$ cat config.mk
export PLATFORM = sky130hd
export DESIGN_NAME = deque_with_search
export DESIGN_NICKNAME = d
export VERILOG_FILES = /design/src/rtl/dws_pkg.sv /design/src/rtl/deque_with_search.sv
export SDC_FILE = /design/constraint.sdc
export NUM_CORES = 1
export LEC_CHECK = 0
export BUFFER_PORTS_ARGS = -buffer_cell sky130_fd_sc_hd__buf_2
export CELL_PAD_IN_SITES_DETAIL_PLACEMENT = 1
export CELL_PAD_IN_SITES_GLOBAL_PLACEMENT = 1
export CORE_UTILIZATION = 46
export CTS_CLUSTER_SIZE = 20
export DETAILED_ROUTE_END_ITERATION = 8
export HOLD_SLACK_MARGIN = 0.05
export PLACE_DENSITY_LB_ADDON = 0.1
export SLEW_MARGIN = 20
export SYNTH_ARGS = -nofsm -noshare
export SYNTH_HDL_FRONTEND = slang
export SYNTH_SLANG_ARGS = --single-unit
export TNS_END_PERCENT = 10
$ cat constraint.sdc
create_clock -name clock -period 4.2 [get_ports clock]
set_clock_uncertainty 0.1 [all_clocks]
set_input_delay 0 -clock clock [delete_from_list [all_inputs] [get_ports clock]]
set_output_delay 0 -clock clock [all_outputs]
set_load 0.02 [all_outputs]
$ cat src/rtl/dws_pkg.sv
// ----------------------------------------------------------------------------
// Deque with search - shared package
// Sizes, operation and status codes, and ring index arithmetic.
// ----------------------------------------------------------------------------
package dws_pkg;

   localparam int DEPTH    = 16;
   localparam int IDX_W    = (DEPTH > 1) ? $clog2(DEPTH) : 1;
   localparam int CNT_W    = $clog2(DEPTH + 1);
   localparam int SUM_W    = CNT_W + 1;
   localparam int KIND_W   = 3;
   localparam int DATA_W   = 32;
   localparam int STATUS_W = 2;
   localparam int OCC_W    = 5;

   typedef enum logic [KIND_W-1:0] {
      KIND_PUSH_FRONT = 3'd0,
      KIND_PUSH_BACK  = 3'd1,
      KIND_POP_FRONT  = 3'd2,
      KIND_POP_BACK   = 3'd3,
      KIND_SEARCH     = 3'd4,
      KIND_DUMP       = 3'd5
   } kind_type;

   typedef enum logic [STATUS_W-1:0] {
      ST_OK        = 2'd0,
      ST_EMPTY     = 2'd1,
      ST_FULL      = 2'd2,
      ST_NOT_FOUND = 2'd3
   } status_type;

   // (base + off) mod DEPTH, valid for off <= DEPTH
   function automatic logic [IDX_W-1:0] ring_add(input logic [IDX_W-1:0] base,
                                                 input logic [CNT_W-1:0] off);
      logic [SUM_W-1:0] sum;
      sum = SUM_W'(base) + SUM_W'(off);
      if (sum >= SUM_W'(DEPTH)) begin
         sum = sum - SUM_W'(DEPTH);
      end
      return sum[IDX_W-1:0];
   endfunction

   // (base - 1) mod DEPTH
   function automatic logic [IDX_W-1:0] ring_dec(input logic [IDX_W-1:0] base);
      logic [IDX_W-1:0] res;
      if (base == '0) begin
         res = IDX_W'(DEPTH - 1);
      end else begin
         res = base - IDX_W'(1);
      end
      return res;
   endfunction

endpackage

$ cat src/rtl/deque_with_search.sv
// ----------------------------------------------------------------------------
// deque_with_search: push, pop, search and dump requests
// Push, no-op and error results go out of the decode state via the result
// register; pops go through the store read first. Search/dump walk one entry
// per cycle through the single store read port; dump results back to back; sync reset.
// ----------------------------------------------------------------------------
module deque_with_search (
   input  logic                                clock,
   input  logic                                reset,
   input  logic                                start,
   output logic                                busy,
   input  logic [dws_pkg::KIND_W-1:0]          req_kind,
   input  logic signed [dws_pkg::DATA_W-1:0]   req_value,
   output logic                                rsp_strobe,
   output logic [dws_pkg::STATUS_W-1:0]        rsp_status,
   output logic signed [dws_pkg::DATA_W-1:0]   rsp_data,
   output logic [dws_pkg::OCC_W-1:0]           rsp_occupancy,
   output logic                                rsp_last
);
   import dws_pkg::*;

   // Sequencer: IDLE takes a request, EXEC decodes it and does pushes and
   // status-only answers, POP waits for the read word, SCAN walks the ring.
   typedef enum logic [3:0] {
      S_IDLE = 4'b0001,
      S_EXEC = 4'b0010,
      S_POP  = 4'b0100,
      S_SCAN = 4'b1000
   } state_type;

   state_type            state_ff, state_in;
   logic [KIND_W-1:0]    kind_ff, kind_in;
   logic [DATA_W-1:0]    value_ff, value_in;
   logic [IDX_W-1:0]     front_ff, front_in;
   logic [CNT_W-1:0]     count_ff, count_in;
   logic [CNT_W-1:0]     rd_idx_ff, rd_idx_in;
   logic [CNT_W-1:0]     chk_idx_ff, chk_idx_in;
   logic                 pend_ff, pend_in;

   // Element storage: one write port, one registered read port
   logic [DATA_W-1:0]    store_ff [DEPTH];
   logic [DATA_W-1:0]    rd_data_ff;
   logic                 rd_en, wr_en;
   logic [IDX_W-1:0]     rd_addr, wr_addr;

   // Result register
   logic                 rsp_valid_ff, rsp_valid_in;
   logic [STATUS_W-1:0]  rsp_status_ff, rsp_status_in;
   logic [DATA_W-1:0]    rsp_data_ff, rsp_data_in;
   logic                 rsp_last_ff, rsp_last_in;
   logic [OCC_W-1:0]     rsp_occ_ff;

   logic                 accept;
   logic                 is_empty, is_full, last_elem, hit;
   logic [CNT_W-1:0]     count_m1;

   assign busy      = (state_ff != S_IDLE);
   assign accept    = start && !busy;
   assign is_empty  = (count_ff == '0);
   assign is_full   = (count_ff >= CNT_W'(DEPTH));
   assign count_m1  = count_ff - CNT_W'(1);
   assign last_elem = (chk_idx_ff == count_m1);
   // The one shared compare: key against the word just read
   assign hit       = (rd_data_ff == value_ff);

   always_comb begin
      state_in      = state_ff;
      kind_in       = kind_ff;
      value_in      = value_ff;
      front_in      = front_ff;
      count_in      = count_ff;
      rd_idx_in     = rd_idx_ff;
      chk_idx_in    = chk_idx_ff;
      pend_in       = pend_ff;
      rd_en         = 1'b0;
      rd_addr       = front_ff;
      wr_en         = 1'b0;
      wr_addr       = front_ff;
      rsp_valid_in  = 1'b0;
      rsp_status_in = ST_OK;
      rsp_data_in   = '0;
      rsp_last_in   = 1'b1;

      unique case (state_ff)
         S_IDLE: begin
            // Latch the request and hand it to the decoder
            if (accept) begin
               kind_in  = req_kind;
               value_in = req_value;
               state_in = S_EXEC;
            end
         end

         S_EXEC: begin
            state_in = S_IDLE;
            unique case (kind_ff) inside
               KIND_PUSH_FRONT: begin
                  rsp_valid_in = 1'b1;
                  if (is_full) begin
                     rsp_status_in = ST_FULL;
                  end else begin
                     // Step the front back one slot and write there
                     front_in = ring_dec(front_ff);
                     wr_en    = 1'b1;
                     wr_addr  = ring_dec(front_ff);
                     count_in = count_ff + CNT_W'(1);
                  end
               end
               KIND_PUSH_BACK: begin
                  rsp_valid_in = 1'b1;
                  if (is_full) begin
                     rsp_status_in = ST_FULL;
                  end else begin
                     wr_en    = 1'b1;
                     wr_addr  = ring_add(front_ff, count_ff);
                     count_in = count_ff + CNT_W'(1);
                  end
               end
               KIND_POP_FRONT, KIND_POP_BACK: begin
                  if (is_empty) begin
                     rsp_valid_in  = 1'b1;
                     rsp_status_in = ST_EMPTY;
                  end else begin
                     // Fetch the end element; answer once the word is back
                     rd_en    = 1'b1;
                     rd_addr  = (kind_ff == KIND_POP_FRONT) ? front_ff
                                                            : ring_add(front_ff, count_m1);
                     state_in = S_POP;
                  end
               end
               KIND_SEARCH, KIND_DUMP: begin
                  if (is_empty) begin
                     rsp_valid_in  = 1'b1;
                     rsp_status_in = ST_EMPTY;
                  end else begin
                     rd_idx_in = '0;
                     pend_in   = 1'b0;
                     state_in  = S_SCAN;
                  end
               end
               default: begin
                  // Unused codes: plain ok, state untouched
                  rsp_valid_in = 1'b1;
               end
            endcase
         end

         S_POP: begin
            rsp_valid_in = 1'b1;
            rsp_data_in  = rd_data_ff;
            count_in     = count_m1;
            if (kind_ff == KIND_POP_FRONT) begin
               front_in = ring_add(front_ff, CNT_W'(1));
            end
            state_in = S_IDLE;
         end

         S_SCAN: begin
            // Issue the next read while checking the word from the last one
            pend_in = 1'b0;
            if (rd_idx_ff < count_ff) begin
               rd_en      = 1'b1;
               rd_addr    = ring_add(front_ff, rd_idx_ff);
               rd_idx_in  = rd_idx_ff + CNT_W'(1);
               chk_idx_in = rd_idx_ff;
               pend_in    = 1'b1;
            end
            if (pend_ff) begin
               if (kind_ff == KIND_DUMP) begin
                  rsp_valid_in = 1'b1;
                  rsp_data_in  = rd_data_ff;
                  rsp_last_in  = last_elem;
                  if (last_elem) begin
                     state_in = S_IDLE;
                  end
               end else if (hit) begin
                  rsp_valid_in = 1'b1;
                  rsp_data_in  = value_ff;
                  state_in     = S_IDLE;
               end else if (last_elem) begin
                  rsp_valid_in  = 1'b1;
                  rsp_status_in = ST_NOT_FOUND;
                  state_in      = S_IDLE;
               end
            end
         end

         default: begin
            state_in = S_IDLE;
         end
      endcase
   end

   // Control state
   always_ff @(posedge clock) begin
      if (reset) begin
         state_ff     <= S_IDLE;
         front_ff     <= '0;
         count_ff     <= '0;
         pend_ff      <= 1'b0;
         rsp_valid_ff <= 1'b0;
      end else begin
         state_ff     <= state_in;
         front_ff     <= front_in;
         count_ff     <= count_in;
         pend_ff      <= pend_in;
         rsp_valid_ff <= rsp_valid_in;
      end
   end

   // Request and walk payload; result fields load only when a result is made
   always_ff @(posedge clock) begin
      kind_ff    <= kind_in;
      value_ff   <= value_in;
      rd_idx_ff  <= rd_idx_in;
      chk_idx_ff <= chk_idx_in;
      if (rsp_valid_in) begin
         rsp_status_ff <= rsp_status_in;
         rsp_data_ff   <= rsp_data_in;
         rsp_last_ff   <= rsp_last_in;
         rsp_occ_ff    <= OCC_W'(count_in);
      end
   end

   // Store write and registered read
   always_ff @(posedge clock) begin
      if (wr_en) begin
         store_ff[wr_addr] <= value_ff;
      end
   end

   always_ff @(posedge clock) begin
      if (rd_en) begin
         rd_data_ff <= store_ff[rd_addr];
      end
   end

   assign rsp_strobe    = rsp_valid_ff;
   assign rsp_status    = rsp_status_ff;
   assign rsp_data      = rsp_data_ff;
   assign rsp_occupancy = rsp_occ_ff;
   assign rsp_last      = rsp_last_ff;

endmodule

Yosys cells after proc, flatten, opt, wreduce, memory -nomap -nowiden
Memories as Yosys holds them, arrays and structs flattened. A register that Yosys moved wholly into a read port is not among the register bits.
Cells that the tools add are included.
- register bits: 100
- word-level logic and storage cells: 133
- memory bits (writable): 512
- memories kept: 1
- output and inout port bits: 42
- memories (memory ; words ; bits a word ; rd ports ; clocked after Yosys merged registers in ; write ports ; line ; source):
    store_ff ; 16 ; 32 ; 1 ; 1 ; 1 ; deque_with_search.sv:41 ; logic [DATA_W-1:0] store_ff [DEPTH];
- multiplexer cells: 64
- equal/unequal tests: 19
- $lt $le $gt $ge: 6
- add/sub/neg operators: 12
- reductions and logical operators: 18
- operators by type and width (cell ; count):
    $mux W32 ; 3
    $mux W4 ; 20
    $pmux W32 S2 ; 1
    $eq A32 B32 Y1 ; 1
    $pmux W4 S2 ; 4
    $mux W5 ; 5
    $pmux W5 S2 ; 2
    $sub A4 B1 Y4 const B ; 5
    $add A4 B5 Y6 ; 3
    $ge A6 B5 Y1 const B ; 3
    $mux W1 ; 17
    $ne A2 B2 Y1 const B ; 7
    $pmux W4 S3 ; 1
    $add A5 B1 Y5 const B ; 2
    $ge A5 B5 Y1 const B ; 2
    $mux W2 ; 5
    $reduce_and A3 Y1 ; 3
    $pmux W2 S2 ; 2
    $eq A3 B2 Y1 const B ; 2
    $eq A3 B3 Y1 const B ; 2
    $reduce_and A2 Y1 ; 3
    $reduce_or A2 Y1 ; 3
    $add A4 B1 Y5 const B ; 1
    $eq A5 B5 Y1 ; 1
    other kinds (19) ; 21

Longest topological paths before layout
- depth after elaboration: 8
- mapped depth: 14
- gate-level depth less buffers: 11

Least setup slack after synthesis
OpenSTA, ideal clock, no wires.
- kind: reg-to-reg
- start: reg front_ff[1]
- end: mem store_ff[9][0], enable pin
- stages on the path, launching flop included: 10
- path buffers: 0
- data required time: 3675 ps
- arrival time: 3407 ps
- path slack: 268 ps
- period minus slack after synthesis: 3932 ps
- cells stage by stage: dfxtp_1 > inv_1 > ha_1 > or3b_2 > a21oi_1 > nor2_1 > a31oi_1 > o22a_1 > nand3_1 > nor2b_1
- longest elaborated chain between the ends: 6
- elaborated cells between the ends (all ways): 11
- those cells by class: add/sub: 3; order compare: 1; mux: 6; reduce/logical: 1
- RTL lines (element ; line ; source):
    start, declared ; deque_with_search.sv:34 ; logic [IDX_W-1:0] front_ff, front_in;
    start signal, assigned ; deque_with_search.sv:204 ; front_ff <= front_in;
    $add A4 B5 Y6 ; dws_pkg.sv:36 ; sum = SUM_W'(base) + SUM_W'(off);
    $ge A6 B5 Y1 / $sub A4 B1 Y4 (equally long branches) ; dws_pkg.sv:37, dws_pkg.sv:38 ;
    $mux W4 ; dws_pkg.sv:37 ; if (sum >= SUM_W'(DEPTH)) begin
    $mux W4 ; deque_with_search.sv:111 ; if (is_full) begin
    $pmux W4 S2 ; deque_with_search.sv:96 ; unique case (kind_ff) inside
    $mux W4 (*) ; deque_with_search.sv:84 ; unique case (state_ff)
    end, declared ; deque_with_search.sv:41 ;
Mark *: on every way between the ends. The rest lies on a longest branch, timed or not.

Worst setup path in the final report
- start: reg count_ff[0]
- end: reg rd_data_ff[28], read port of store_ff, data pin
- longest elaborated chain between the ends: 8
- elaborated cells between the ends (all ways): 16
- those cells by class: add/sub: 3; order compare: 2; mux: 10; reduce/logical: 1
- RTL lines (element ; line ; source):
    start, declared ; deque_with_search.sv:35 ; logic [CNT_W-1:0] count_ff, count_in;
    start signal, assigned ; deque_with_search.sv:205 ; count_ff <= count_in;
    $sub A5 B1 Y5 ; deque_with_search.sv:61 ; assign count_m1 = count_ff - CNT_W'(1);
    $add A4 B5 Y6 ; dws_pkg.sv:36 ;
    $ge A6 B5 Y1 / $sub A4 B1 Y4 (equally long branches) ; dws_pkg.sv:37, dws_pkg.sv:38 ;
    $mux W4 ; dws_pkg.sv:37 ;
    $mux W4 ; deque_with_search.sv:126 ; rd_addr = (kind_ff == KIND_POP_FRONT) ? front_ff
    $mux W4 ; deque_with_search.sv:120 ; if (is_empty) begin
    $mux W4 ; deque_with_search.sv:96 ;
    $pmux W4 S2 ; deque_with_search.sv:84 ;
    end, declared ; deque_with_search.sv:42 ; logic [DATA_W-1:0] rd_data_ff;
Several ways; a longest one is shown, not always the timed one.
A chain may end at the register's enable or synchronous reset.

==> flow_metrics.env <==
export IMPL_globalRouteTotalUtil=0.285
export IMPL_synthMostInstantiatedCell="sky130_fd_sc_hd__edfxtp_1"
export IMPL_multiInputGateArea_um2=7300
export IMPL_h_tree_depth=3
export IMPL_holdWs_ns=0.0842
export IMPL_globalplace_congestion=0.837
export IMPL_top_level_ports=80
export IMPL_nNetsFinal=2035
export IMPL_clkTransAtPathRegs_ns=0.06
export IMPL_pre_cts_slack_ns=0.236
export IMPL_max_freq_mhz=252
export IMPL_grt_pass1_wl_mm=124
export IMPL_yosys_warnings=0
export IMPL_drt_wirelength_per_cell_um=30.5
export IMPL_min_delay_path_class="in -> reg"
export IMPL_flip_flop_cell_with_the_highest_count_after_synthesis="sky130_fd_sc_hd__edfxtp_1"
export IMPL_post_dp_hpwl_mm=45.9
export IMPL_seq_area_um2=19200
export IMPL_finish_stage_setup_viols=0
export IMPL_cts_sink_count=644
export IMPL_grt_overflow_total=0
export IMPL_required_time_at_the_endpoint_of_the_critical_path_ns=4.43
export IMPL_final_min_clock_period_ns=3.96
export IMPL_cellLeakagePower_nw=10.8
export IMPL_worst_setup_path_type="reg -> reg"
export IMPL_outcome="finished clean"
export IMPL_period_utilization_post_route=0.944
export IMPL_instances_no_fill=2794
export IMPL_syn_mean_instance_area_um2=15.1
export IMPL_clockBufferDepth=3
export IMPL_grt_antenna_before_repair=3
export IMPL_number_of_vias_after_detailed_routing=17900
export IMPL_number_of_diodes_added_for_antenna_fixing=0
export IMPL_crit_path_cell_trace="inv_1 -> ha_1 -> inv_1 -> ha_1 -> a21o_1 -> a21oi_1 -> xor2_1 -> a221oi_2 -> o31ai_4 -> buf_12 -> a211o_1 -> nand4_1"
export IMPL_drtPass1Iterations=8
export IMPL_placed_cells=2596
export IMPL_timing_max_transition_violations_final=0
export IMPL_crit_arrival_ns=4.20
export IMPL_total_standard_cell_area_after_synthesis_um2=27300
export IMPL_synth_enable_flop_cells=629
export IMPL_worst_slew_margin_rel=0.358
export IMPL_grt_setup_unrepaired="false"
export IMPL_synth_seq_area_share=0.703
export IMPL_power_density_nw_per_um2=418
export IMPL_drt_iter0_drc=1669
export IMPL_buffer_ports_inserted=79
export IMPL_synth_top_cells_by_count="sky130_fd_sc_hd__edfxtp_1, sky130_fd_sc_hd__and3_1, sky130_fd_sc_hd__a221o_1"
export IMPL_clock_tree_from_tritoncts="yes"
export IMPL_floorplan_rows=88
export IMPL_syn_instance_count=1809
export IMPL_hold_viol_final=0
export IMPL_postSynthRegisterBits=644
export IMPL_die_x_um=246
export IMPL_drv_cap=0
export IMPL_flow_area_growth_from_synthesis_pct=17.5
export IMPL_vdd_drop_max_mv=0.327
export IMPL_critPathCaptureType="flip-flop"
export IMPL_tightest_slew_ns=0.964
export IMPL_grt_max_degree=161
export IMPL_postCtsResizedCells=0
export IMPL_remaining_drc_errors=0
export IMPL_crit_fanout=22
export IMPL_postLayoutSetupSlackWorst_ns=0.236
export IMPL_netlist_top_cells_area="sky130_fd_sc_hd__edfxtp_1, sky130_fd_sc_hd__a221o_1, sky130_fd_sc_hd__and3_1, sky130_fd_sc_hd__nand4_1, sky130_fd_sc_hd__a211o_1"
export IMPL_worst_stage_delay_on_the_critical_path_ns=0.85
export IMPL_detail_route_wirelength_mm=85.3
export IMPL_die_outline_height_um=246
export IMPL_totalNegativeSetupSlack_ns=0
export IMPL_die_area_um2=60300
export IMPL_yosys_cell_types_count=66
export IMPL_floorplan_initialDensity=0.469
export IMPL_synth_largest_area_cell="sky130_fd_sc_hd__edfxtp_1"
export IMPL_final_layout_size_suffix_gt1_frac=0.160
export IMPL_synth_top_area_frac=0.692
export IMPL_clk_root_buffer_cell="sky130_fd_sc_hd__clkbuf_16"
export IMPL_average_via_count_per_standard_cell=6.39
export IMPL_vias_in_the_first_global_route=18100
export IMPL_clock_latency_ns=0.62
export IMPL_syn_num_nets=1869
export IMPL_slowest_stage="sky130_fd_sc_hd__o31ai_4"
export IMPL_tritoncts_num_buffers=70
export IMPL_ys_async_sr_fraction=0
export IMPL_final_antenna_net_count=0
export IMPL_fillers=5458
export IMPL_launching_element_type_of_the_critical_path="flip-flop"
export IMPL_core_region_um2=58100
-- worst paths after layout --
| kind | start | to | slack, ns | depth (start not counted) |
|---|---|---|---|---|
| max | count_ff[0] | rd_data_ff[28] | 0.24 | 12 |
| min | req_value[13] | value_ff[13] | 0.08 | 2 |
| max reg2reg | count_ff[0] | rd_data_ff[28] | 0.24 | 12 |
| min reg2reg | pend_ff | pend_ff | 0.40 | 2 |
-- layout by cell type, fill, tap and decap left out, types with 4 or more instances in the layout --
cell,n
sky130_fd_sc_hd__edfxtp_1,629
sky130_fd_sc_hd__and3_1,197
sky130_fd_sc_hd__a221o_1,129
sky130_fd_sc_hd__nand4_1,101
sky130_fd_sc_hd__nand2_1,89
sky130_fd_sc_hd__a21oi_1,81
sky130_fd_sc_hd__buf_2,79
sky130_fd_sc_hd__clkbuf_16,74
sky130_fd_sc_hd__dlygate4sd3_1,72
sky130_fd_sc_hd__a221oi_1,64
sky130_fd_sc_hd__a211o_1,64
sky130_fd_sc_hd__buf_4,64
sky130_fd_sc_hd__xor2_1,40
sky130_fd_sc_hd__buf_12,40
sky130_fd_sc_hd__a22o_1,32
sky130_fd_sc_hd__nor2_1,19
sky130_fd_sc_hd__ha_1,19
sky130_fd_sc_hd__clkbuf_1,19
sky130_fd_sc_hd__o21ai_0,17
sky130_fd_sc_hd__clkinv_2,15
sky130_fd_sc_hd__dfxtp_1,15
sky130_fd_sc_hd__inv_1,14
sky130_fd_sc_hd__nor2_4,13
sky130_fd_sc_hd__clkinv_1,11
sky130_fd_sc_hd__xnor2_1,10
sky130_fd_sc_hd__nor3_1,9
sky130_fd_sc_hd__nand3_1,9
sky130_fd_sc_hd__nor2b_1,8
sky130_fd_sc_hd__nor4_1,8
sky130_fd_sc_hd__a21o_1,6
sky130_fd_sc_hd__a31oi_1,4
sky130_fd_sc_hd__nor2b_4,4
-- layout make-up --
type | instances | share of cell area
sequential | 644 | 0.598
timing repair buffer | 256 | 0.0752
multi-input combinational | 988 | 0.228
inverter | 15 | 0.00191
clock buffer | 93 | 0.0600
clock inverter | 33 | 0.00706
tap | 765 | 0.0298
-- metal layers --
metal  up-vias  wire length (um)  track usage
met4         2              2550        0.101
met1      9258             36200        0.393
met3       144              6250       0.0552
li1       7739                 -            -
met5         -                 8            0
met2       722             40400        0.449
-- kinds of logic after synthesis --
group	after synthesis	synth area share
DFF	644	0.703
and+or+nand+nor	487	0.102
AOI/OAI and AO/OA	428	0.131
buffers and inverters	177	0.0367
xor gates and xnor gates	50	0.0160
adders and majority gates	22	0.0109
muxes	1	0.000367
-- repair_timing --
item	in CTS	in global routing
hold buffers	72	0
endpoints found under the hold margin	56	0
setup buffers	0	0
-- sequential cells by signal (all words and copies together) (netlist names) --
signal and cells:
value_ff 32, rd_idx_ff 5, pend_ff 1, front_ff 4, rd_data_ff 32, rsp_occupancy 5, rsp_last 1, chk_idx_ff 5
kind_ff 3, store_ff 512, rsp_status 2, rsp_data 32, rsp_strobe 1, count_ff 5, state_ff 4
-- critical path: cells and delay by family, from the launching register on --
kind | cells | cell delay [ns]
DFF | 1 | 0.50
and+or+nand+nor | 1 | 0.11
xor gates and xnor gates | 1 | 0.36
buffers and inverters | 3 | 0.52
AOI/OAI and AO/OA | 5 | 1.51
adders and majority gates | 2 | 0.58
-- power by group --
group          switching, mW  internal [mW]
clock network           2.50           3.35
registers             0.0599           7.12
logic                  0.235          0.133
total                   2.80           10.6
-- per-stage QoR --
step	area [um2]	utilization	power, mW
2_1_floorplan	27300	-	7.44
3_3_place_gp	29200	0.502	7.62
3_5_place_dp	29200	0.502	7.63
4_1_cts	32100	0.552	13.5
5_1_grt	32100	0.552	13.8
6_report	32100	0.552	13.4
(Power assumes the default switching activity.)
